**src/hw/rtl/pau_pkg.sv**
```systemverilog
// Shared constants, codes and types of the 2x pixel-art upscaler.
`default_nettype none

package pau_pkg;

    localparam int MAX_COLUMNS = 512;
    localparam int MAX_ROWS    = 1024;

    localparam int COL_W      = $clog2(MAX_COLUMNS);
    localparam int ROW_W      = $clog2(MAX_ROWS);
    localparam int COLS_CNT_W = $clog2(MAX_COLUMNS + 1);
    localparam int ROWS_CNT_W = $clog2(MAX_ROWS + 1);

    localparam int PIX_W       = 8;
    localparam int NUM_ROWS_W  = 11;
    localparam int NUM_COLS_W  = 10;
    localparam int BLK_ROW_W   = 10;
    localparam int BLK_COL_W   = 9;
    localparam int APB_DATA_W  = 32;
    localparam int PADDR_W     = 4;
    localparam int REG_IDX_W   = 2;

    localparam int NUM_SLOTS   = 4;
    localparam int QUEUE_DEPTH = 4;

    localparam int NUM_ROWS_RESET = 128;
    localparam int NUM_COLS_RESET = 128;

    typedef enum logic [REG_IDX_W-1:0] {
        REG_NUM_ROWS    = 2'd0,
        REG_NUM_COLUMNS = 2'd1,
        REG_TILED_MODE  = 2'd2
    } reg_idx_t;

    // Position of an output block relative to the pixel that completes it.
    typedef enum logic [1:0] {
        SLOT_UL = 2'd0,
        SLOT_UR = 2'd1,
        SLOT_LL = 2'd2,
        SLOT_LR = 2'd3
    } slot_t;

    typedef logic [PIX_W-1:0] pix_t;

    typedef struct packed {
        logic [ROWS_CNT_W-1:0] rows;
        logic [COLS_CNT_W-1:0] cols;
        logic                  tiled;
    } size_cfg_t;

    // One accepted pixel with every neighbor value its blocks need.
    typedef struct packed {
        logic [NUM_SLOTS-1:0] mask;
        logic [ROW_W-1:0]     row;
        logic [COL_W-1:0]     col;
        pix_t                 cur;
        pix_t                 left;
        pix_t                 up_left;
        pix_t                 up;
        pix_t                 first_left;
        pix_t                 first_cur;
        pix_t                 first_start;
        pix_t                 row_start;
        pix_t                 prior_start;
    } item_rec_t;

endpackage

`default_nettype wire

```
**src/hw/rtl/pau_back.sv**
```systemverilog
// Back end: walks the blocks of each record and applies the diagonal rules.
`default_nettype none

module pau_back (
    input  logic                          aclk,
    input  logic                          aresetn,
    input  logic                          head_valid,
    input  pau_pkg::item_rec_t            head_rec,
    output logic                          pop,
    output logic                          m_valid,
    input  logic                          m_ready,
    output logic [pau_pkg::BLK_ROW_W-1:0] m_block_row,
    output logic [pau_pkg::BLK_COL_W-1:0] m_block_column,
    output logic [pau_pkg::PIX_W-1:0]     m_out_top_left,
    output logic [pau_pkg::PIX_W-1:0]     m_out_top_right,
    output logic [pau_pkg::PIX_W-1:0]     m_out_bottom_left,
    output logic [pau_pkg::PIX_W-1:0]     m_out_bottom_right,
    output logic                          m_last_block
);
    import pau_pkg::*;

    logic [NUM_SLOTS-1:0] done_reg, done_next, rem, sel_bit, rem_after;
    slot_t                slot;
    logic                 load, finish;
    pix_t                 w_tl, w_tr, w_bl, w_br;
    pix_t                 o_tr, o_bl, o_br;
    logic [ROW_W-1:0]     blk_row;
    logic [COL_W-1:0]     blk_col;

    logic                 m_valid_reg;
    logic [BLK_ROW_W-1:0] row_out_reg;
    logic [BLK_COL_W-1:0] col_out_reg;
    pix_t                 tl_out_reg, tr_out_reg, bl_out_reg, br_out_reg;
    logic                 last_out_reg;

    always_comb begin
        rem = head_rec.mask & ~done_reg;
        if (rem[SLOT_UL]) begin
            slot = SLOT_UL;
        end else if (rem[SLOT_UR]) begin
            slot = SLOT_UR;
        end else if (rem[SLOT_LL]) begin
            slot = SLOT_LL;
        end else begin
            slot = SLOT_LR;
        end
        sel_bit   = NUM_SLOTS'(1) << slot;
        rem_after = rem & ~sel_bit;
        finish    = (rem_after == '0);

        load = head_valid && (!m_valid_reg || m_ready);
        pop  = load && finish;

        done_next = done_reg;
        if (load) begin
            done_next = finish ? '0 : (done_reg | sel_bit);
        end

        // Rows above and columns to the left exist whenever those slots are set.
        case (slot)
            SLOT_UL: begin
                w_tl    = head_rec.up_left;
                w_tr    = head_rec.up;
                w_bl    = head_rec.left;
                w_br    = head_rec.cur;
                blk_row = ROW_W'(head_rec.row - ROW_W'(1));
                blk_col = COL_W'(head_rec.col - COL_W'(1));
            end
            SLOT_UR: begin
                w_tl    = head_rec.up;
                w_tr    = head_rec.prior_start;
                w_bl    = head_rec.cur;
                w_br    = head_rec.row_start;
                blk_row = ROW_W'(head_rec.row - ROW_W'(1));
                blk_col = head_rec.col;
            end
            SLOT_LL: begin
                w_tl    = head_rec.left;
                w_tr    = head_rec.cur;
                w_bl    = head_rec.first_left;
                w_br    = head_rec.first_cur;
                blk_row = head_rec.row;
                blk_col = COL_W'(head_rec.col - COL_W'(1));
            end
            default: begin
                w_tl    = head_rec.cur;
                w_tr    = head_rec.row_start;
                w_bl    = head_rec.first_cur;
                w_br    = head_rec.first_start;
                blk_row = head_rec.row;
                blk_col = head_rec.col;
            end
        endcase

        if (w_tl == w_br) begin
            o_tr = w_tl;
            o_br = w_tl;
            o_bl = (w_bl == w_tr) ? w_tl : w_bl;
        end else if (w_bl == w_tr) begin
            o_tr = w_tr;
            o_bl = w_tr;
            o_br = w_tr;
        end else begin
            o_tr = w_tl;
            o_bl = w_tl;
            o_br = w_tl;
        end
    end

    always_ff @(posedge aclk) begin
        if (!aresetn) begin
            done_reg    <= '0;
            m_valid_reg <= 1'b0;
        end else begin
            done_reg <= done_next;
            if (load) begin
                m_valid_reg <= 1'b1;
            end else if (m_ready) begin
                m_valid_reg <= 1'b0;
            end
        end
    end

    always_ff @(posedge aclk) begin
        if (load) begin
            row_out_reg  <= BLK_ROW_W'(blk_row);
            col_out_reg  <= BLK_COL_W'(blk_col);
            tl_out_reg   <= w_tl;
            tr_out_reg   <= o_tr;
            bl_out_reg   <= o_bl;
            br_out_reg   <= o_br;
            last_out_reg <= (slot == SLOT_LR);
        end
    end

    assign m_valid            = m_valid_reg;
    assign m_block_row        = row_out_reg;
    assign m_block_column     = col_out_reg;
    assign m_out_top_left     = tl_out_reg;
    assign m_out_top_right    = tr_out_reg;
    assign m_out_bottom_left  = bl_out_reg;
    assign m_out_bottom_right = br_out_reg;
    assign m_last_block       = last_out_reg;

`ifndef ASSERT_OFF
    a_head_has_work: assert property (@(posedge aclk) disable iff (!aresetn)
        head_valid |-> (rem != '0))
        else $error("queue head has no block left to emit");
    a_done_clear_idle: assert property (@(posedge aclk) disable iff (!aresetn)
        !head_valid |-> (done_reg == '0))
        else $error("block progress kept with no record at the head");
`endif

endmodule

`default_nettype wire

```
**config.mk**
```make
export PLATFORM = sky130hd
export DESIGN_NAME = pau_back
export DESIGN_NICKNAME = d
export VERILOG_FILES = /design/src/hw/rtl/pau_pkg.sv /design/src/hw/rtl/pau_back.sv
export SDC_FILE = /design/constraint.sdc
export NUM_CORES = 1
export LEC_CHECK = 0
export ABC_AREA = 1
export CAP_MARGIN = 20
export CORE_UTILIZATION = 52
export CTS_CLUSTER_DIAMETER = 150
export DETAILED_ROUTE_END_ITERATION = 7
export DONT_BUFFER_PORTS = 1
export PLACE_DENSITY = 0.67
export SYNTH_ARGS = -nofsm -noshare
export SYNTH_HDL_FRONTEND = slang
export SYNTH_SLANG_ARGS = --single-unit
```
**constraint.sdc**
```tcl
create_clock -name aclk -period 2.4 [get_ports aclk]
set_input_delay 0.48 -clock aclk [delete_from_list [all_inputs] [get_ports aclk]]
set_output_delay 0.48 -clock aclk [all_outputs]
set_load 0.02 [all_outputs]
```
**Word-level counts from Yosys, hierarchy flattened**

Cells that the tools add are included.

- Bits of input ports: 99
- Output and inout port bits: 54
- Flip-flop bits (word level): 49

- Reduce and logical (&&, ||, !) cells: 9
- Equal/unequal tests: 5
- Add/subtract/negate cells: 2
- Muxes and demuxes: 16
- Bitwise operators: 5
- Shifts and indexed selects: 1

Operator list:

| operator | number |
|---|---|
| one-hot mux 8 bit (3 select lines) | 4 |
| two-way mux 8 bit | 4 |
| == test 8 bit | 2 |
| two-way mux 10 bit | 1 |
| subtractor 10 x 1 -> 10 bit, second input constant | 1 |
| two-way mux 9 bit | 1 |
| subtractor 9 x 1 -> 9 bit, second input constant | 1 |
| AND 4 bit | 2 |
| inverter 4 bit | 2 |
| == test 2 bit, second input constant | 2 |
| logical NOT 4 bit | 1 |
| two-way mux 2 bit | 2 |
| two-way mux 4 bit | 1 |
| bitwise OR 4 bit | 1 |
| OR reduction 2 bit | 2 |
| << shifter 1 x 2 -> 4 bit, first input constant | 1 |
| two-way mux 1 bit | 3 |
| == test 2 x 1 -> 1 bit, second input constant | 1 |
| logical AND 1 bit | 2 |
| logical NOT 2 bit | 1 |
| nonzero test 2 bit | 1 |
| logical NOT 1 bit | 1 |
| logical OR 1 bit | 1 |

**Depth between registers and ports, before layout**

Gate-level depths: netlist of the first run.

- Word-level depth: 10
- Mapped depth: 18
- Depth with buffers taken out: 16

**Worst setup path before layout of the first run**

OpenSTA, ideal clock, no wires.

- Kind: input -> register
- Start: input head_rec[92] in the netlist's numbering
- End: register bl_out_reg[5] (netlist: m_out_bottom_left[5]), data pin
- Data arrival time: 1899 ps
- Stages: 15
- Path slack: 248 ps
- Data required time: 2147 ps
- Buffers on the path: 2
- Cell sequence: inv_1 nor2_4 buf_2 nand3_1 nand2_1 inv_1 a21oi_1 nand2_1 nand2_1 nand2_1 nor2_4 buf_2 nand3_1 nand3_2 nand2_1

- Word-level cells in the longest chain between the ends: 8
- Elaborated cells on any way between the ends: 15
- Classes of those cells: eq/ne: 4; mux: 9; bitwise: 1; reduce/logical: 1

Ends and longest elaborated chain:

| what | line | text |
|---|---|---|
| start, declared | pau_back.sv:8 | `input pau_pkg::item_rec_t head_rec,` |
| AND 4 bit (*) | pau_back.sv:37 | `rem = head_rec.mask & ~done_reg;` |
| two-way mux 2 bit (*) | pau_back.sv:40 | `end else if (rem[SLOT_UR]) begin` |
| two-way mux 2 bit (*) | pau_back.sv:38 | `if (rem[SLOT_UL]) begin` |
| == test 2 bit (tied with other cells) | pau_back.sv:60 | `case (slot)` |
| one-hot mux 8 bit (3 select lines) | pau_back.sv:60 |  |
| == test 8 bit | pau_back.sv:98, pau_back.sv:99 |  |
| two-way mux 8 bit (on tied branches) | pau_back.sv:99, pau_back.sv:98 |  |
| two-way mux 8 bit (*) | pau_back.sv:95 | `if (w_tl == w_br) begin` |
| via o_bl[5] | pau_back.sv:26 | `pix_t o_tr, o_bl, o_br;` |
| end signal, assigned | pau_back.sv:130 | `bl_out_reg <= o_bl;` |
| end, declared | pau_back.sv:33 | `pix_t tl_out_reg, tr_out_reg, bl_out_reg, br_out_reg;` |

The timed path passes the listed nets; every way through them passes the cells marked *.
A chain may end at the register's enable or synchronous reset.

**Worst setup path after layout of the first run**

- Start: register done_reg[0]
- End: register bl_out_reg[3] (netlist: m_out_bottom_left[3]), data pin

- Word-level cells in the longest chain between the ends: 8
- Elaborated cells on any way between the ends: 15
- Classes of those cells: eq/ne: 4; mux: 8; bitwise: 2; reduce/logical: 1

Ends and longest elaborated chain:

| what | line | text |
|---|---|---|
| start, declared | pau_back.sv:22 | `logic [NUM_SLOTS-1:0] done_reg, done_next, rem, sel_bit, rem_after;` |
| start signal, assigned | pau_back.sv:115 | `done_reg <= done_next;` |
| inverter 4 bit (*) | pau_back.sv:37 |  |
| AND 4 bit (*) | pau_back.sv:37 |  |
| two-way mux 2 bit (*) | pau_back.sv:38 |  |
| == test 2 bit (tied with other cells) | pau_back.sv:60 |  |
| one-hot mux 8 bit (3 select lines) | pau_back.sv:60 |  |
| == test 8 bit | pau_back.sv:98, pau_back.sv:99 |  |
| two-way mux 8 bit (on tied branches) | pau_back.sv:99, pau_back.sv:98 |  |
| two-way mux 8 bit (*) | pau_back.sv:95 |  |
| via o_bl[3] | pau_back.sv:26 |  |

Marks and branches as above.

==> results.ini, run 1 <==
[outcome]
status = complete, no violations

[routing]
wire_per_inst_um = 16.0
viasPerCell = 5.50
first_pass_iters = 5
met2WireLength_mm = 5.58
top_layer_used = met4
drtIter0Drc = 326
finalWirelength_mm = 12.4
met3_length_mm = 1.15
m1WireLength_mm = 5.51
num_vias = 4248
ant_nets = 0
drc = 0

[critical_path]
end_kind = register
critPathKind = register to register
critPathMaxFanout = 16
worstPathRequired_ns = 2.58
cp.arrival_ns = 2.47
cp-start-kind = register

[die]
die_y_um = 92.1
die_width_um = 92.1
core-area_um2 = 7810
pin_count = 153
initial_core_util_pct = 54.1
fp.dieArea_um2 = 8490
num_rows = 32

[cts]
clk_latency_ns = 0.32
clkTransAtPathRegs_ns = 0.10
cts.sinks = 49
cts-buffers-inserted = 5
hold_buffers = 0
cts_root_buf = clkbuf_8
htree_levels = 2
clock_path_buffers = 2
cts_tree = built

[sta]
setup_violations = 0
final.min_clock_period_ns = 2.29
slew_violations = 0
slew_headroom_pct = 58.9
holdWs_ns = 0.301
tns_ns = 0
worst_pin_slew_ns = 0.616
layout_setup_ws_ns = 0.112
post-route-period-util_pct = 95.3
finalHoldViolCount = 0
skew_ns = 0.00706
fmax_mhz = 437

[synth]
syn-cell-area_um2 = 4230
synth_edf_count = 44
yosysMostFrequentCell = nand2_1
synth_top_area_cell = edfxtp_1
synth_cell_type_count = 35
yosysSeqAreaShare_pct = 33.6
synthTopCellsByCount = nand2_1 (223), nor2_1 (80), inv_1 (67)
yosys_warnings = 0
synth_nets = 732
ys_ff_latch = 49
synth.avg_cell_area_um2 = 6.70
synth_top_area_share_pct = 31.3
async_flop_share_pct = 0
synth-main-ff-cell = edfxtp_1
synthCells = 631
yosys-top-cells-area = edfxtp_1 (31%), nand2_1 (20%), nor2_1 (7.1%)

[final_layout]
area_growth_pct = 16.6
n_antenna_cell = 0
largest_reg_flops = 10
nNetsFinal = 770
seq_area_um2 = 1420
drive_above_1_share_pct = 18.4
fillers = 692
multi_input_area_um2 = 2430
fin_util_pct = 63.1

[global_route]
track_usage_pct = 29.0
grt_pass1_wl_mm = 19.3
grt_start_max_net_pins = 49
grt_pass1_vias = 3806
overflow = 0
grt_antenna_before_repair = 0

[power_and_ir_drop]
ir_drop_uv = 324
power.total_mw = 2.75
p_leak_nw = 2.42
powerDensity_nw_per_um2 = 558

[placed_design]
place.gp.congestion = 0.973
dpl_worst_slack_ns = -0.0285
detailed_place_hpwl_mm = 9.57
portBuffers = 0

[worst_hold_path]
hold_path_class = input port to register

[run]
drv_cap = 0

-- final cells by class --
type | count | share of cell area, %
inverters | 71 | 5.46
repair buffers | 57 | 11.3
clock inverters | 3 | 1.02
flip-flops and latches | 49 | 28.9
well taps | 102 | 2.59
multi-input cells | 485 | 49.3
clock buffers | 5 | 1.40
-- where the power goes --
group          internal [mW]  leakage, nW  total [mW]  switching, mW
Combinational          0.366         1.89       0.937          0.570
Sequential              1.04        0.471        1.17          0.138
Clock                  0.320       0.0603       0.637          0.317
Total                   1.72         2.42        2.75           1.03
-- worst max-delay path, stage by stage (launching register included) --
cell and delay [ns]:
dfxtp_2 0.34, inv_2 0.07, nand2_4 0.08, nand2_8 0.11
buf_12 0.14, nor2_4 0.05, buf_12 0.13, buf_4 0.12
a21oi_1 0.12, nand3_1 0.14, nand2_1 0.08, nand2_1 0.07
nor2_1 0.16, nand2_1 0.11, nor2_4 0.13, buf_12 0.14
nand3_1 0.08, nand2_1 0.07
-- path summary, 6_finish.rpt --
path                                        endpoint    startpoint  cells past startpoint  slack (ns)
worst max register to register  m_out_bottom_left[3]   done_reg[0]                     17        0.11
worst min-delay path                     done_reg[0]  head_rec[91]                      2        0.30
worst max-delay path            m_out_bottom_left[3]   done_reg[0]                     17        0.11
worst min register to register           done_reg[0]   done_reg[0]                      2        0.50
-- cells in the final DEF (no fill, tap or decap), types with 2 or more instances in the layout --
master / synthesis / layout
inv_2: 3 / 4
inv_1: 67 / 66
xnor2_1: 2 / 2
nor2_1: 80 / 78
nor2_2: 4 / 6
buf_4: 13 / 46
xor2_1: 15 / 15
a21oi_2: 5 / 5
a21oi_1: 19 / 19
nand3_2: 2 / 8
nand2_1: 223 / 216
dfxtp_1: 5 / 3
o21ai_0: 20 / 18
edfxtp_1: 44 / 44
o21ai_1: 1 / 2
or2_2: 3 / 3
nand2_8: 0 / 2
nand4_1: 7 / 7
ha_1: 2 / 2
nand2_4: 5 / 4
nor2_4: 7 / 8
buf_6: 6 / 2
o21bai_1: 13 / 11
nor3_1: 4 / 4
nand2_2: 4 / 10
clkbuf_8: 0 / 5
clkbuf_16: 0 / 2
buf_12: 0 / 7
nand3b_1: 4 / 4
o21bai_2: 0 / 2
nand3_1: 57 / 51
dfxtp_2: 0 / 2
-- cells by family (layout without fill, tap and decap cells) --
family                   count (synthesis)  after routing  share of synthesized area (%)
buffers and inverters                   98            136                           11.2
AO/OA/AOI/OAI                           61             61                           8.65
flip-flops                              49             49                           33.6
XOR/XNOR                                17             17                           3.52
adder cells (fa/ha/maj)                  2              2                          0.592
AND/OR/NAND/NOR                        404            405                           42.4
-- per-layer routing --
layer	global-route usage, %	vias up
li1	-	2081
met1	40.3	1943
met2	45.0	208
met3	7.96	16
met4	6.25	0
met5	0	-
-- metrics by stage --
step	instances	cell area, um2
after floorplan	631	4230
after global placement	747	4520
after detailed placement	747	4520
after CTS	755	4640
after global routing	772	4930
final	772	4930
-- timing repair --
item                                    4_1_cts  5_1_grt
buffers inserted                              0       14
endpoints found under the setup margin        0       16
resized for setup                             0       28
No activity file was read; power rests on OpenSTA's default activity.
==> inputs of run 2 (changes only) <==
--- a/config.mk
+++ b/config.mk
@@ -7,6 +7,7 @@
 export LEC_CHECK = 0
 export ABC_AREA = 1
 export CAP_MARGIN = 20
+export CORE_ASPECT_RATIO = 1.75
 export CORE_UTILIZATION = 52
 export CTS_CLUSTER_DIAMETER = 150
 export DETAILED_ROUTE_END_ITERATION = 7
==> run 2 against run 1 <==
Effect of this change: via count is 5.3% lower; die area is 0.17% higher; worst setup slack worse by 0.029 ns; sequential power hardly changed; utilization is 3.0 points lower; highest routed layer unchanged; clock skew is 0.0038 ns higher; largest power group unchanged; routed wire length is 1.7% lower; critical endpoint is now pop; combinational power is 8.0% lower; critical path depth is 8 lower; sequential share of layout area is 1.1 points higher.
==> results.ini, run 2 (synthesized netlist as in run 1, its figures left out) <==
[sta]
final.min_clock_period_ns = 2.32  ; +0.0291 ns
rsz0062_at_grt = true
worst_pin_slew_ns = 0.691  ; +0.0743 ns
slew_violations = 0  ; unchanged
finalHoldViolCount = 0  ; unchanged
setup_violations = 0  ; unchanged
post-route-period-util_pct = 96.5  ; +1.2 points
fmax_mhz = 432  ; -1.3%
layout_setup_ws_ns = 0.0834  ; -0.0291 ns
slew_headroom_pct = 53.5  ; -5.4 points
skew_ns = 0.0109  ; +0.00379 ns
tns_ns = 0  ; unchanged

[routing]
viasPerCell = 5.44  ; -1.2%
ant_nets = 0  ; unchanged
first_pass_iters = 5  ; unchanged
wire_per_inst_um = 16.4  ; +2.5%
finalWirelength_mm = 12.2  ; -1.7%
drtIter0Drc = 217  ; -33%
drc = 0  ; unchanged
num_vias = 4024  ; -5.3%

[die]
num_rows = 43  ; +34%
core-area_um2 = 7910  ; +1.3%
pin_count = 153  ; unchanged
fp.dieArea_um2 = 8500  ; +0.17%
initial_core_util_pct = 53.4  ; -0.69 points
die_width_um = 70.1  ; -24%
die_y_um = 121  ; +32%

[power_and_ir_drop]
p_comb_share_pct = 31.6  ; -2.5 points
powerDensity_nw_per_um2 = 575  ; +3.0%
p_leak_nw = 2.30  ; -4.8%
swShare_pct = 36.5  ; -0.84 points
power.total_mw = 2.73  ; -0.62%
ir_drop_uv = 266  ; -18%
power.internal_mw = 1.73  ; +0.71%
p_sw_uw = 996  ; -2.9%
clkPwrFrac_pct = 25.4  ; +2.2 points
power_frac_seq_pct = 43.0  ; +0.3 points

[placed_design]
detailed_place_hpwl_mm = 9.63  ; +0.62%
dp_cells = 722  ; -3.3%
place.gp.congestion = 0.947  ; -2.7%
portBuffers = 0  ; unchanged
dpl_worst_slack_ns = -0.0460  ; -0.0175 ns
placed_cell_area_um2 = 4420  ; -2.2%

[critical_path]
cp-start-kind = register
cp-startpoint = done_reg[2]
max_stage_delay_ns = 0.32  ; -0.02 ns
slowest_stage = dfxtp_1
r2r-end = m_out_bottom_left[0]
worstPathRequired_ns = 1.92  ; -0.66 ns
critPathKind = register to output port
critPathMaxFanout = 15  ; -1
rr_startpoint = done_reg[1]
cp.arrival_ns = 1.84  ; -0.63 ns
r2r_slack_ns = 0.09  ; -0.02 ns
path_cells = buf_4 > nor2_4 > buf_12 > nand2_1 > nand2_1 > inv_1 > o221ai_2 > nor2_1 > buf_4
end_kind = output port
reg2reg_depth = 15  ; -2

[cts]
cts_tree = built
cts-buffers-inserted = 5  ; unchanged
cts_root_buf = clkbuf_16
clkTransAtPathRegs_ns = 0.07  ; -0.03 ns
clock_path_buffers = 2  ; unchanged
htree_levels = 2  ; unchanged
cts.sinks = 49  ; unchanged
clk_latency_ns = 0.29  ; -0.03 ns

[final_layout]
final_common_cell = nand2_1
fin_area_um2 = 4750  ; -3.5%
n_antenna_cell = 0  ; unchanged
drive_above_1_share_pct = 15.8  ; -2.5 points
nNetsFinal = 750  ; -2.6%
area_growth_pct = 12.5
fin_cells = 740  ; -4.1%
largest_reg_flops = 10  ; unchanged
final_cell_mix = nand2_1 (219), nor2_1 (75), inv_1 (66), nand3_1 (49), edfxtp_1 (44)

[global_route]
overflow = 0  ; unchanged
grt_pass1_vias = 3783  ; -0.60%
grt_start_max_net_pins = 49  ; unchanged
grt_pass1_wl_mm = 18.5  ; -4.4%
track_usage_pct = 28.0  ; -1.1 points
grt_antenna_before_repair = 0  ; unchanged

[worst_hold_path]
hp-start = head_rec[91]
hold_end = done_reg[0]
hold_depth = 2  ; unchanged
hold_path_class = input port to register

[outcome]
status = complete, no violations

[run]
drv_cap = 0  ; unchanged

[run 2: worst max path at each step]
stage	slack [ns]	to
after floorplan	0.25	m_out_bottom_left[5]
after global placement	-0.01	m_out_bottom_left[1]
after detailed placement	-0.05	m_out_bottom_left[0]
after CTS	0.002	pop
after global routing	-0.03	m_out_bottom_left[0]
final	0.08	pop
[run 2: power groups by stage]
stage / Sequential (mW) / Clock, mW / Combinational (mW)
floorplan: 1.17 / 0 / 0.610
global placement: 1.20 / 0 / 0.781
detailed placement: 1.20 / 0 / 0.795
CTS: 1.18 / 0.713 / 0.807
global route: 1.18 / 0.731 / 0.953
finish: 1.17 / 0.694 / 0.862
[run 2: through the flow]
stage          util [%]  hold slack (ns)
6_report           60.1            0.335
2_1_floorplan         -            0.443
4_1_cts            58.3            0.333
3_5_place_dp       55.9            0.497
5_1_grt            60.1            0.339
3_3_place_gp       55.9            0.504
[run 2: area by class of cell]
class,instances,area (um2)
fillers,763,3160
clock buffers,6,129
flip-flops and latches,49,1430
well taps,90,113
clock inverters,2,15.0
repair buffers,36,365
inverters,71,269
multi-input cells,486,2430
[run 2: what timing repair did]
item	in CTS	in global routing
endpoints found under the setup margin	11	17
buffers inserted	5	3
pin swaps	3	10
resized for setup	1	27
endpoints found under the hold margin	0	0
hold buffers	0	0
cloned	0	2
[run 2: worst max-delay path, delay by kind of cell (launching register included)]
family / cells / cell delay (ns)
AOI/OAI and AO/OA: 1 / 0.22
buffers and inverters: 4 / 0.60
DFF: 1 / 0.32
and+or+nand+nor: 4 / 0.41
[run 2: metal layers]
metal	part of all wire, %	GRT usage, %	wire length [um]	vias up
met5	0	0	0	-
met4	2.0	9.63	239	0
met3	6.5	4.98	790	17
met2	54	52.7	6600	172
met1	37	30.9	4540	1794
li1	-	-	-	2041
