## src/hw/rtl/pau_pkg.sv

```systemverilog
// Shared constants, codes and types of the 2x pixel-art upscaler.
`default_nettype none

package pau_pkg;

    localparam int MAX_COLUMNS = 512;
    localparam int MAX_ROWS    = 1024;

    localparam int COL_W      = $clog2(MAX_COLUMNS);
    localparam int ROW_W      = $clog2(MAX_ROWS);
    localparam int COLS_CNT_W = $clog2(MAX_COLUMNS + 1);
    localparam int ROWS_CNT_W = $clog2(MAX_ROWS + 1);

    localparam int PIX_W       = 8;
    localparam int NUM_ROWS_W  = 11;
    localparam int NUM_COLS_W  = 10;
    localparam int BLK_ROW_W   = 10;
    localparam int BLK_COL_W   = 9;
    localparam int APB_DATA_W  = 32;
    localparam int PADDR_W     = 4;
    localparam int REG_IDX_W   = 2;

    localparam int NUM_SLOTS   = 4;
    localparam int QUEUE_DEPTH = 4;

    localparam int NUM_ROWS_RESET = 128;
    localparam int NUM_COLS_RESET = 128;

    typedef enum logic [REG_IDX_W-1:0] {
        REG_NUM_ROWS    = 2'd0,
        REG_NUM_COLUMNS = 2'd1,
        REG_TILED_MODE  = 2'd2
    } reg_idx_t;

    // Position of an output block relative to the pixel that completes it.
    typedef enum logic [1:0] {
        SLOT_UL = 2'd0,
        SLOT_UR = 2'd1,
        SLOT_LL = 2'd2,
        SLOT_LR = 2'd3
    } slot_t;

    typedef logic [PIX_W-1:0] pix_t;

    typedef struct packed {
        logic [ROWS_CNT_W-1:0] rows;
        logic [COLS_CNT_W-1:0] cols;
        logic                  tiled;
    } size_cfg_t;

    // One accepted pixel with every neighbor value its blocks need.
    typedef struct packed {
        logic [NUM_SLOTS-1:0] mask;
        logic [ROW_W-1:0]     row;
        logic [COL_W-1:0]     col;
        pix_t                 cur;
        pix_t                 left;
        pix_t                 up_left;
        pix_t                 up;
        pix_t                 first_left;
        pix_t                 first_cur;
        pix_t                 first_start;
        pix_t                 row_start;
        pix_t                 prior_start;
    } item_rec_t;

endpackage

`default_nettype wire

```

## src/hw/rtl/pau_queue.sv

```systemverilog
// Short FIFO of classified pixel records between the front and back ends.
`default_nettype none

module pau_queue (
    input  logic               aclk,
    input  logic               aresetn,
    input  logic               push_valid,
    output logic               push_ready,
    input  pau_pkg::item_rec_t push_rec,
    output logic               head_valid,
    output pau_pkg::item_rec_t head_rec,
    input  logic               pop
);
    import pau_pkg::*;

    localparam int QPTR_W = $clog2(QUEUE_DEPTH);
    localparam int QCNT_W = $clog2(QUEUE_DEPTH + 1);

    item_rec_t         q_mem_reg [QUEUE_DEPTH];
    logic [QPTR_W-1:0] wr_ptr_reg, wr_ptr_next, rd_ptr_reg, rd_ptr_next;
    logic [QCNT_W-1:0] count_reg, count_next;
    logic              push;

    always_comb begin
        push_ready = (count_reg != QCNT_W'(QUEUE_DEPTH));
        head_valid = (count_reg != '0);
        head_rec   = q_mem_reg[rd_ptr_reg];
        push       = push_valid && push_ready;

        wr_ptr_next = wr_ptr_reg;
        if (push) begin
            wr_ptr_next = (wr_ptr_reg == QPTR_W'(QUEUE_DEPTH - 1)) ? '0
                        : QPTR_W'(wr_ptr_reg + QPTR_W'(1));
        end
        rd_ptr_next = rd_ptr_reg;
        if (pop) begin
            rd_ptr_next = (rd_ptr_reg == QPTR_W'(QUEUE_DEPTH - 1)) ? '0
                        : QPTR_W'(rd_ptr_reg + QPTR_W'(1));
        end

        count_next = count_reg;
        if (push && !pop) begin
            count_next = QCNT_W'(count_reg + QCNT_W'(1));
        end else if (pop && !push) begin
            count_next = QCNT_W'(count_reg - QCNT_W'(1));
        end
    end

    always_ff @(posedge aclk) begin
        if (!aresetn) begin
            wr_ptr_reg <= '0;
            rd_ptr_reg <= '0;
            count_reg  <= '0;
        end else begin
            wr_ptr_reg <= wr_ptr_next;
            rd_ptr_reg <= rd_ptr_next;
            count_reg  <= count_next;
        end
    end

    always_ff @(posedge aclk) begin
        if (push) begin
            q_mem_reg[wr_ptr_reg] <= push_rec;
        end
    end

`ifndef ASSERT_OFF
    a_count_bound: assert property (@(posedge aclk) disable iff (!aresetn)
        count_reg <= QCNT_W'(QUEUE_DEPTH))
        else $error("queue count above depth");
    a_no_pop_empty: assert property (@(posedge aclk) disable iff (!aresetn)
        pop |-> (count_reg != '0))
        else $error("queue popped while empty");
`endif

endmodule

`default_nettype wire

```

## config.mk

```make
export PLATFORM = sky130hd
export DESIGN_NAME = pau_queue
export DESIGN_NICKNAME = d
export VERILOG_FILES = /design/src/hw/rtl/pau_pkg.sv /design/src/hw/rtl/pau_queue.sv
export SDC_FILE = /design/constraint.sdc
export NUM_CORES = 1
export LEC_CHECK = 0
export ABC_AREA = 1
export BUFFER_PORTS_ARGS = -buffer_cell sky130_fd_sc_hd__buf_4
export CORE_ASPECT_RATIO = 1.75
export CORE_MARGIN = 4
export CORE_UTILIZATION = 40
export CTS_CLUSTER_DIAMETER = 50
export DETAILED_ROUTE_END_ITERATION = 8
export PLACE_DENSITY = 0.6
export REMOVE_ABC_BUFFERS = 1
export SLEW_MARGIN = 40
export SYNTH_ARGS = -nofsm -noshare
export SYNTH_HDL_FRONTEND = slang
export SYNTH_SLANG_ARGS = --single-unit
```

## constraint.sdc

```tcl
create_clock -name aclk -period 12.4 [get_ports aclk]
set_input_delay 1.24 -clock aclk [delete_from_list [all_inputs] [get_ports aclk]]
set_output_delay 1.24 -clock aclk [all_outputs]
set_load 0.01 [all_outputs]
```

After elaboration in Yosys (flattened, before gate mapping)
Memory sizes are Yosys's and may differ from the RTL's. A register that Yosys moved wholly into a read port is not among the register bits.
Cells that the tools add are included.
- register bits: 7
- RAM bits: 380
- bits of input ports: 99
- output and inout port bits: 97
- word-level logic and storage cells: 26
- memories kept: 1
- add/sub/neg operators: 4
- eq/ne operators: 3
- multiplexer cells: 8
- reduce and logical (&&, ||, !) cells: 7
- memory list (memory ; depth ; bits a word ; read ports ; clocked after Yosys merged registers in ; wr ports ; RTL line ; source):
    q_mem_reg ; 4 ; 95 ; 1 ; 1 ; 1 ; pau_queue.sv:19 ; item_rec_t q_mem_reg [QUEUE_DEPTH];
- operator list (kind ; count):
    $mux 2 ; 4
    $mux 3 ; 2
    $add 2x1->2 const B ; 2
    $eq 2x2->1 const B ; 2
    $add 3x1->3 const B ; 1
    $logic_and 1x1->1 ; 3
    $ne 3x3->1 const B ; 1
    $reduce_bool 3->1 ; 1
    $sub 3x1->3 const B ; 1
    $logic_not 1->1 ; 2
    $mux 1 ; 2
    $reduce_bool 2->1 ; 1

Longest topological paths before layout
Gate-level depths: netlist of the first run.
- depth after elaboration: 6
- depth in mapped cells: 13
- depth with buffers taken out: 13

Worst setup path after synthesis of the first run
OpenSTA, ideal clock, no wires.
- path kind: input -> register
- start point: input push_valid
- end point: memory q_mem_reg[0][0] (netlist bit), enable pin
- library setup time: 0.550 ns
- arrival time: 5.343 ns
- required time: 11.850 ns
- path slack: 6.507 ns
- stages on the path: 2
- path buffers: 0
- cells stage by stage: nand2_1 nor2_1
- longest elaborated chain between the ends: 3
- RTL lines (what ; RTL line ; source):
    start, declared ; pau_queue.sv:7 ; input logic push_valid,
    $logic_and 1x1->1 ; pau_queue.sv:28 ; push = push_valid && push_ready;
    $mux 1 ; pau_queue.sv:62 ; if (push) begin
    $mux 1 (implied by the code) ; pau_queue.sv:63 ; q_mem_reg[wr_ptr_reg] <= push_rec;
    end, declared ; pau_queue.sv:19 ;
No other way between the ends.

==> results of run 1 <==
[layout by cell type (no fill, tap or decap), types with 3 or more instances in the layout]
cell type  netlist  layout
clkinv_2         0       5
nor2_1         206     202
edfxtp_1       380     380
clkbuf_16        0      37
o21ai_0        178     178
nor2_4           0       4
o22ai_1         95      95
clkbuf_1        18      10
o21ai_1         14      14
clkinv_1         0       6
dfxtp_1          9       7
ha_1             6       6
diode_2          0       5
buf_6           13       6
buf_12           1       3
buf_4            2     199
inv_1           14      14
nand2_1         10      10
[area by class of cell]
class / count / area, um^2 / share of cell area [%]
timing repair buffer: 209 / 1649 / 9.405
clock inverter: 15 / 123.9 / 0.7064
sequential: 389 / 11600 / 66.15
inverter: 16 / 65.06 / 0.3711
antenna: 5 / 12.51 / 0.07136
clock buffer: 47 / 963.4 / 5.495
tap: 470 / 588.1 / 3.354
multi-input combinational: 517 / 2534 / 14.45
[per-layer routing]
layer  GRT usage, %  routed length (um)  up-vias
li1               -                   -     4064
met1          18.76               12650     4347
met2          29.24               17520      235
met3          3.567                1912       46
met4          6.173                 998        0
met5              0                   0        -
[worst register-to-register path, delay by kind of cell, from the launching register on]
family	cells	cell delay (ns)
AND/OR/NAND/NOR	4	1.23
buffers and inverters	2	0.72
flip-flops	1	0.40
[where the power goes]
| part | switching [mW] | internal [mW] | total (mW) |
|---|---|---|---|
| Sequential | 0.0281 | 1.56 | 1.59 |
| Combinational | 0.246 | 0.149 | 0.395 |
| Clock | 0.442 | 0.589 | 1.03 |
| Total | 0.716 | 2.29 | 3.01 |
[cells by family after synthesis]
family | count (synthesis)
AOI/OAI and AO/OA | 289
xor gates and xnor gates | 1
adders and majority gates | 7
buffers and inverters | 77
DFF | 389
and+or+nand+nor | 220
[worst paths after layout]
check,startpoint,endpoint,slack (ns)
setup / recovery,register,head_rec[10],8.08
hold / removal,rd_ptr_reg[1]$_SDFFE_PN0P_,register,0.52
setup reg to reg,count_reg[0]$_SDFFE_PN0P_,q_mem_reg[0][22]$_DFFE_PP_,9.68
hold reg to reg,rd_ptr_reg[1]$_SDFFE_PN0P_,register,0.52
[metrics by stage]
| step | cell area, um^2 | cells | util [%] | hold WS (ns) | total power, mW |
|---|---|---|---|---|---|
| 2_1_floorplan | 14160 | 922 | - | 0.4938 | 1.805 |
| 3_3_place_gp | 16320 | 1597 | 45.31 | 0.5177 | 2.005 |
| 3_5_place_dp | 16410 | 1600 | 45.54 | 0.5257 | 2.017 |
| 4_1_cts | 17490 | 1662 | 48.56 | 0.5260 | 3.051 |
| 5_1_grt | 17530 | 1666 | 48.65 | 0.5670 | 3.141 |
| 6_report | 17530 | 1668 | 48.67 | 0.5175 | 3.010 |
==> out/qor.csv, run 1 <==
stage;metric;value;unit
outcome;status;complete, no violations;
clocking;CTS root buf;clkbuf_16;
logic_synthesis;ys async rst share;0;%
clocking;Post-CTS Hold Buffers;0;
clocking;TritonCTS Sinks;389;
drt;DR vias;8692;
cells_and_area;layout cells sized above 1;22.05;%
logic_synthesis;FF+latch count, synth;389;
grt;Overflow after GRT;0;
setup_path;Worst Path Arrival;3.08;ns
pwr;P_leak;6.059;nW
floorplanning;I/O pins;196;
logic_synthesis;simple-gate area share of the yosys netlist;5.738;%
cells_and_area;Final nets;1274;
hold_path;Hold Crit Class;reg2reg;
logic_synthesis;number of synthesized flops with an enable pin;380;
place;Post-DP HPWL;19.45;mm
grt;GRT Util Overall;16.17;%
place;Port Buffers;195;
drt;Avg WL per Cell;19.83;um
clocking;Skew-Pair Late Insertion Delay;0.51;ns
sta;Worst Max-Slew Pin Slew;0.7970;ns
clocking;TritonCTS buffer count;35;
sta;final setup skew;0.01691;ns
logic_synthesis;post-synthesis xor/xnor area fraction;0.06022;%
logic_synthesis;Compound-Gate Fraction of Synth Area;10.76;%
floorplanning;chip width;152.1;um
logic_synthesis;top-count cell post-synth;edfxtp_1;
cells_and_area;area delta synth->final;20.56;%
logic_synthesis;Synth area leader;edfxtp_1;
hold_path;Worst Hold Path Cells;2;
setup_path;Crit-path slowest cell;buf_4;
floorplanning;Chip Height;260.3;um
logic_synthesis;sequential share of the synthesized area;79.70;%
logic_synthesis;Mapped Area;14540;um^2
pwr;maximum VDD drop;0.08300;mV
sta;fmax;0.2315;GHz
drt;DRC;0;
setup_path;crit-path leading delay family;buffers and inverters;
logic_synthesis;Cells after Synth;983;
clocking;TritonCTS clock tree;yes;
setup_path;critical path type;reg2out;
setup_path;Worst Reg-to-Reg Cells;6;
cells_and_area;max reg flops;380;
logic_synthesis;Post-synth top cells;380 x edfxtp_1, 206 x nor2_1, 178 x o21ai_0;
setup_path;Crit. End Element;output port;
setup_path;worst-path cell chain;buf_12 > inv_2 > buf_4 > o21ai_0 > o22ai_1 > buf_4;
clocking;H-tree levels;2;
sta;setup TNS;0;ns
logic_synthesis;YS warnings;0;
sta;final hold viol count;0;
drt;Vias/cell;5.211;
clocking;Clock Path Buffers;3;
place;dpl ws;8.538;ns
drt;total iterations of the first detailed-routing run;4;
logic_synthesis;mux share of post-synthesis cell area;0;%
sta;crit share post-route;34.83;%
logic_synthesis;Post-synth top flop;edfxtp_1;
run;max cap viols;0;
grt;antenna violations before repair;4;
floorplanning;Die Area;39590;um^2
logic_synthesis;number of distinct library cells after synthesis;24;
grt;vias in the first global route;8808;
sta;Final min period;4.319;ns
setup_path;CP most frequent cell;buf_4;
cells_and_area;fillers;3084;
setup_path;Levels on crit path;6;
floorplanning;initial core utilization;40.37;%
grt;largest net degree at the start of global routing;109;
sta;PnR worst setup slack;8.081;ns
clocking;Clk pin slew, worst setup/hold paths;0.07;ns
logic_synthesis;share of the synthesized area in the top cell type;78.46;%
setup_path;slowest stage delay, CP;0.68;ns
drt;Final ANT Viol Nets;0;
floorplanning;core area;36030;um^2
sta;RSZ-0062 raised after global routing;false;
setup_path;crit-path max FO;65;
logic_synthesis;post-synthesis adder-cell area fraction;0.6538;%
clocking;Post-CTS Resized;0;
setup_path;critical path required time;11.16;ns
sta;# setup viols final;0;
clocking;post-CTS setup buffers;0;
setup_path;crit path launch type;register;
grt;global-route wire length before repair;50.02;mm
drt;WL final;33.08;mm
logic_synthesis;top cells by area, synth;edfxtp_1 78%, o21ai_0 6.1%, nor2_1 5.3%;
setup_path;CP Buf/Inv Count;4;
floorplanning;num rows;92;
sta;Slew HR;46.74;%
sta;max-slew violations;0;
logic_synthesis;largest family of logic cells by synthesized area;compound AO/OA/AOI/OAI gates;
drt;Initial DRC Count;528;
pwr;PD cells;171.7;nW/um^2
logic_synthesis;Mapped Avg Cell Area;14.80;um^2
place;gpl congestion;0.7557;
(Power assumes the default switching activity.)
==> inputs of run 2 (changes only) <==
PLACE_DENSITY = 0.62   (was 0.6)
clock period = 3.7 ns   (was 12.4 ns; I/O delays follow)
==> out/qor.csv, run 2 (same netlist as run 1, synthesis figures left out) <==
stage;metric;value;unit;change
setup_path;critical path required time;3.33;ns;was 11.16 ns
clocking;Skew-Pair Late Insertion Delay;0.51;ns;about the same
sta;setup TNS;0;ns;unchanged
floorplanning;core area;36030;um^2;unchanged
place;Post-DP HPWL;19.08;mm;was 19.45 mm
clocking;CTS root buf;clkbuf_16;;unchanged
sta;crit share post-route;77.88;%;
grt;met2 Resource Use GR;29.30;%;was 29.24%
cells_and_area;layout cells sized above 1;22.94;%;was 22.05%
clocking;TritonCTS Sinks;389;;unchanged
cells_and_area;max reg flops;380;;unchanged
grt;antenna violations before repair;6;;was 4
grt;Overflow after GRT;0;;unchanged
run;max cap viols;0;;unchanged
cells_and_area;register area;11600;um^2;unchanged
drt;Final ANT Viol Nets;0;;unchanged
cells_and_area;fillers;3043;;was 3084
cells_and_area;Finished Cell Area;17700;um^2;was 17530 um^2
cells_and_area;area of the multi-input gates;2534;um^2;unchanged
pwr;Net Sw Power;2.385;mW;was 0.7160 mW
grt;met1 Usage GRT;17.08;%;was 18.76%
pwr;maximum VDD drop;0.4148;mV;was 0.08300 mV
floorplanning;Chip Height;260.3;um;unchanged
clocking;H-tree levels;2;;unchanged
clocking;post-CTS setup buffers;0;;unchanged
grt;vias in the first global route;8701;;was 8808
clocking;Post-CTS Resized;0;;unchanged
setup_path;crit path launch type;register;;unchanged
clocking;TritonCTS clock tree;yes;;unchanged
sta;Final min period;2.881;ns;
place;Port Buffers;195;;unchanged
pwr;Sw Ratio;23.32;%;was 23.78%
floorplanning;initial core utilization;40.37;%;unchanged
place;gpl congestion;0.7528;;was 0.7557
floorplanning;Die Area;39590;um^2;unchanged
hold_path;Worst Hold Path Cells;1;;was 2
drt;DRC;0;;unchanged
sta;final setup skew;0.008486;ns;was 0.01691 ns
clocking;Post-CTS Hold Buffers;0;;unchanged
cells_and_area;area delta synth->final;21.69;%;was 20.56%
grt;GRT Util Overall;15.89;%;was 16.17%
grt;largest net degree at the start of global routing;85;;was 109
setup_path;Worst Path Arrival;2.51;ns;was 3.08 ns
sta;Worst Max-Slew Pin Slew;0.7651;ns;was 0.7970 ns
setup_path;crit-path max FO;37;;was 65
setup_path;critical path type;reg2out;;unchanged
pwr;PD cells;577.8;nW/um^2;was 171.7 nW/um^2
setup_path;Worst Reg-to-Reg Cells;5;;was 6
floorplanning;chip width;152.1;um;unchanged
clocking;Clk pin slew, worst setup/hold paths;0.06;ns;was 0.07 ns
drt;DR vias;8568;;was 8692
sta;RSZ-0062 raised after global routing;false;;unchanged
pwr;Clock Power Share;35.1;%;was 34.2%
drt;Initial DRC Count;468;;was 528
floorplanning;num rows;92;;unchanged
drt;Avg WL per Cell;19.42;um;was 19.83 um
place;placed cell areas;16540;um^2;was 16410 um^2
sta;final hold viol count;0;;unchanged
grt;met3 Usage GRT;3.916;%;was 3.567%
sta;fmax;0.3471;GHz;
drt;total iterations of the first detailed-routing run;4;;unchanged
cells_and_area;commonest non-fill, non-tap cell in the layout;edfxtp_1;;unchanged
outcome;status;complete, no violations;;unchanged
grt;global-route wire length before repair;48.89;mm;was 50.02 mm
pwr;P_leak;6.143;nW;was 6.059 nW
floorplanning;I/O pins;196;;unchanged
setup_path;Crit. End Element;output port;;unchanged
sta;Slew HR;48.92;%;was 46.74%
clocking;TritonCTS buffer count;36;;was 35
sta;max-slew violations;0;;unchanged
pwr;sequential power share;52.0;%;was 52.7%
cells_and_area;commonest cells after routing, fill and taps aside;380 x edfxtp_1, 202 x nor2_1, 202 x buf_4;;was 380 x edfxtp_1, 202 x nor2_1, 199 x buf_4
sta;# setup viols final;0;;unchanged
grt;GR peak layer;met2;;unchanged
cells_and_area;Final nets;1280;;was 1274
drt;WL final;32.49;mm;was 33.08 mm
clocking;Clock Path Buffers;3;;unchanged
pwr;Combinational Power Share;12.9;%;was 13.1%
pwr;Int Power;7.841;mW;was 2.294 mW
drt;Vias/cell;5.121;;was 5.211
hold_path;Hold Crit Class;in2reg;;was reg2reg
run 2: cell types whose count changed in the layout (fill, tap and decap cells not counted):
cell / delta
buf_12: +9
buf_16: -1
buf_4: +3
buf_6: -6
bufinv_16: +2
clkbuf_1: -5
clkinv_1: -1
clkinv_2: +6
clkinv_4: -1
diode_2: -1
run 2: power by group through the flow:
stage	Sequential (mW)	Clock, mW	Combinational, mW
floorplan	5.46	0	0.591
global placement	5.40	0	1.34
detailed placement	5.41	0	1.36
CTS	5.31	3.70	1.37
global route	5.34	3.88	1.46
finish	5.31	3.59	1.32
run 2: worst max-delay path: stages, from the launching register on:
cell and delay (ns):
dfxtp_4 0.47, inv_2 0.63, buf_4 0.37, o21ai_0 0.14
o22ai_1 0.19, buf_4 0.16
run 2: routing by layer:
layer / share of wire [%] / vias to the layer above
met5: 0.080 / -
met4: 3.9 / 4
li1: - / 4076
met1: 37 / 4219
met3: 5.7 / 66
met2: 54 / 203
run 2: area by class of cell:
cell class                 instances  share of cell area, %
sequential                       389                  65.54
multi-input combinational        517                  14.32
timing repair buffer             214                  9.926
clock buffer                      42                  5.338
tap                              470                  3.323
clock inverter                    21                  1.138
inverter                          16                 0.3676
antenna                            4                0.05656
run 2: path summary, 6_finish.rpt:
kind / slack, ns / to / startpoint
max: 0.82 / head_rec[41] / register
min reg2reg: 0.53 / register / rd_ptr_reg[1]$_SDFFE_PN0P_
max reg2reg: 1.51 / q_mem_reg[3][43]$_DFFE_PP_ / count_reg[0]$_SDFFE_PN0P_
min: 0.05 / q_mem_reg[2][39]$_DFFE_PP_ / push_rec[39]
run 2: metrics by stage:
stage	util [%]	hold slack (ns)	setup WS, ns	power [mW]	cells
after CTS	49.09	0.01809	0.7149	10.38	1669
after global placement	45.91	0.5133	1.301	6.738	1606
after global routing	49.12	0.01928	0.6226	10.68	1673
final	49.12	0.05423	0.8186	10.23	1673
after detailed placement	45.91	0.5242	1.275	6.769	1606
after floorplan	-	0.4689	-1.571	6.050	922
==> inputs of run 3 (changes only) <==
clock period = 2.57 ns   (was 3.7 ns; I/O delays follow)
==> out/qor.csv, run 3 (same netlist as run 1, synthesis figures left out) <==
stage;metric;value;unit;change
setup_path;Worst Path Arrival;2.19;ns;was 2.51 ns
grt;global-route wire length before repair;50.31;mm;was 48.89 mm
sta;Slew HR;62.79;%;was 48.92%
cells_and_area;Post-Route Utilization;51.83;%;was 49.12%
cells_and_area;commonest cells after routing, fill and taps aside;380 x edfxtp_1, 206 x buf_4, 202 x nor2_1;;was 380 x edfxtp_1, 202 x nor2_1, 202 x buf_4
place;Port Buffers;195;;unchanged
clocking;Clock Path Buffers;3;;unchanged
place;placed cells;1608;;was 1606
sta;max-slew violations;0;;unchanged
cells_and_area;max reg flops;380;;unchanged
setup_path;crit-path max FO;33;;was 37
outcome;status;complete, no violations;;unchanged
cells_and_area;layout cells sized above 1;20.98;%;was 22.94%
grt;largest net degree at the start of global routing;103;;was 85
run;max cap viols;0;;unchanged
cells_and_area;Cell Count, Final, Fillers Out;1771;;was 1673
place;gpl congestion;0.7594;;was 0.7528
grt;antenna violations before repair;0;;was 6
pwr;P_leak;6.552;nW;was 6.143 nW
clocking;TritonCTS Sinks;389;;unchanged
sta;RSZ-0062 raised after global routing;false;;unchanged
hold_path;Hold Crit Class;in2reg;;unchanged
cells_and_area;Finished Cell Area;18680;um^2;was 17700 um^2
drt;Vias/cell;5.106;;was 5.121
drt;DRC;0;;unchanged
drt;WL final;32.97;mm;was 32.49 mm
cells_and_area;commonest non-fill, non-tap cell in the layout;edfxtp_1;;unchanged
drt;DR vias;9042;;was 8568
floorplanning;num rows;92;;unchanged
grt;Overflow after GRT;0;;unchanged
clocking;Skew-Pair Late Insertion Delay;0.53;ns;was 0.51 ns
grt;GRT Util Overall;16.06;%;was 15.89%
place;placed cell areas;16530;um^2;was 16540 um^2
place;dpl ws;0.4703;ns;was 1.275 ns
setup_path;critical path required time;2.31;ns;was 3.33 ns
clocking;Post-CTS Resized;0;;unchanged
pwr;Int Power;11.33;mW;was 7.841 mW
pwr;PD cells;797.7;nW/um^2;was 577.8 nW/um^2
sta;crit share post-route;95.27;%;
clocking;TritonCTS clock tree;yes;;unchanged
drt;Final ANT Viol Nets;0;;unchanged
clocking;Post-CTS Hold Buffers;98;;was 0
place;Post-DP HPWL;18.88;mm;was 19.08 mm
pwr;Sw Ratio;23.98;%;was 23.32%
setup_path;crit path launch type;register;;unchanged
sta;final setup skew;0.01418;ns;was 0.008486 ns
cells_and_area;Final nets;1381;;was 1280
floorplanning;Chip Height;260.3;um;unchanged
clocking;CTS root buf;clkbuf_16;;unchanged
floorplanning;initial core utilization;40.37;%;unchanged
sta;final hold viol count;0;;unchanged
sta;setup TNS;0;ns;unchanged
clocking;H-tree levels;2;;unchanged
pwr;Net Sw Power;3.573;mW;was 2.385 mW
floorplanning;chip width;152.1;um;unchanged
pwr;maximum VDD drop;0.5385;mV;was 0.4148 mV
drt;Initial DRC Count;476;;was 468
clocking;Clk pin slew, worst setup/hold paths;0.06;ns;about the same
setup_path;Crit. End Element;output port;;unchanged
setup_path;critical path type;reg2out;;unchanged
clocking;post-CTS setup buffers;0;;unchanged
sta;Final min period;2.448;ns;
cells_and_area;area delta synth->final;28.41;%;was 21.69%
cells_and_area;n_diodes;0;;was 4
sta;PnR worst setup slack;0.1217;ns;was 0.8186 ns
grt;vias in the first global route;9153;;was 8701
sta;fmax;0.4084;GHz;
pwr;Combinational Power Share;13.8;%;was 12.9%
drt;Avg WL per Cell;18.62;um;was 19.42 um
pwr;Clock Power Share;35.0;%;was 35.1%
drt;total iterations of the first detailed-routing run;4;;unchanged
clocking;TritonCTS buffer count;37;;was 36
pwr;sequential power share;51.2;%;was 52.0%
floorplanning;core area;36030;um^2;unchanged
sta;# setup viols final;0;;unchanged
floorplanning;Die Area;39590;um^2;unchanged
floorplanning;I/O pins;196;;unchanged
sta;Worst Max-Slew Pin Slew;0.5582;ns;was 0.7651 ns
[run 3: cell count changes in the layout (fill, tap and decap cells not counted), sizes merged]
cell / before / now
bufinv: 4 / 2
clkbuf: 42 / 44
dlygate4sd3: 0 / 98
buf: 214 / 216
diode: 4 / 0
clkinvlp: 1 / 2
clkinv: 16 / 15
inv: 16 / 18
[run 3: final timing paths]
| kind | start | endpoint | slack, ns | cells past startpoint |
|---|---|---|---|---|
| min reg2reg | count_reg[1]$_SDFFE_PN0P_ | count_reg[1]$_SDFFE_PN0P_ | 0.54 | 2 |
| max reg2reg | count_reg[1]$_SDFFE_PN0P_ | count_reg[1]$_SDFFE_PN0P_ | 0.47 | 9 |
| min | pop | register | 0.11 | 4 |
| max | register | head_rec[2] | 0.12 | 4 |
[run 3: area by class of cell]
cell class,instances,area (um^2)
Timing Repair Buffer,314,2728
Inverter,16,65.06
Clock inverter,21,167.7
Sequential cell,389,11600
Tap cell,470,588.1
Clock buffer,44,994.7
Multi-Input combinational cell,517,2534
Fill cell,2981,17350
[run 3: stage by stage]
| step | hold WS [ns] | power [mW] |
|---|---|---|
| 3_3_place_gp | 0.4571 | 9.712 |
| 3_5_place_dp | 0.4592 | 9.744 |
| 4_1_cts | 0.08786 | 15.07 |
| 2_1_floorplan | 0.3559 | 8.711 |
| 6_report | 0.1091 | 14.90 |
| 5_1_grt | 0.1206 | 15.52 |
[run 3: routing by layer]
| metal | wire length [um] | up-vias | global-route usage (%) |
|---|---|---|---|
| met2 | 17350 | 237 | 28.95 |
| met1 | 12940 | 4472 | 19.11 |
| met5 | 0 | - | 0 |
| met3 | 1678 | 64 | 3.003 |
| li1 | - | 4269 | - |
| met4 | 1005 | 0 | 6.073 |
[run 3: worst max-delay path, cell delays in order (launching register included)]
cell	delay (ns)
dfxtp_4	0.59
buf_4	0.39
o21ai_0	0.17
o22ai_1	0.31
buf_4	0.19
[run 3: power groups by stage]
stage	clock (mW)	combinational, mW	sequential (mW)
final	5.21	2.05	7.63
after floorplan	0	0.851	7.86
after global routing	5.60	2.26	7.67
after global placement	0	1.96	7.75
after detailed placement	0	1.97	7.77
after CTS	5.33	2.11	7.63
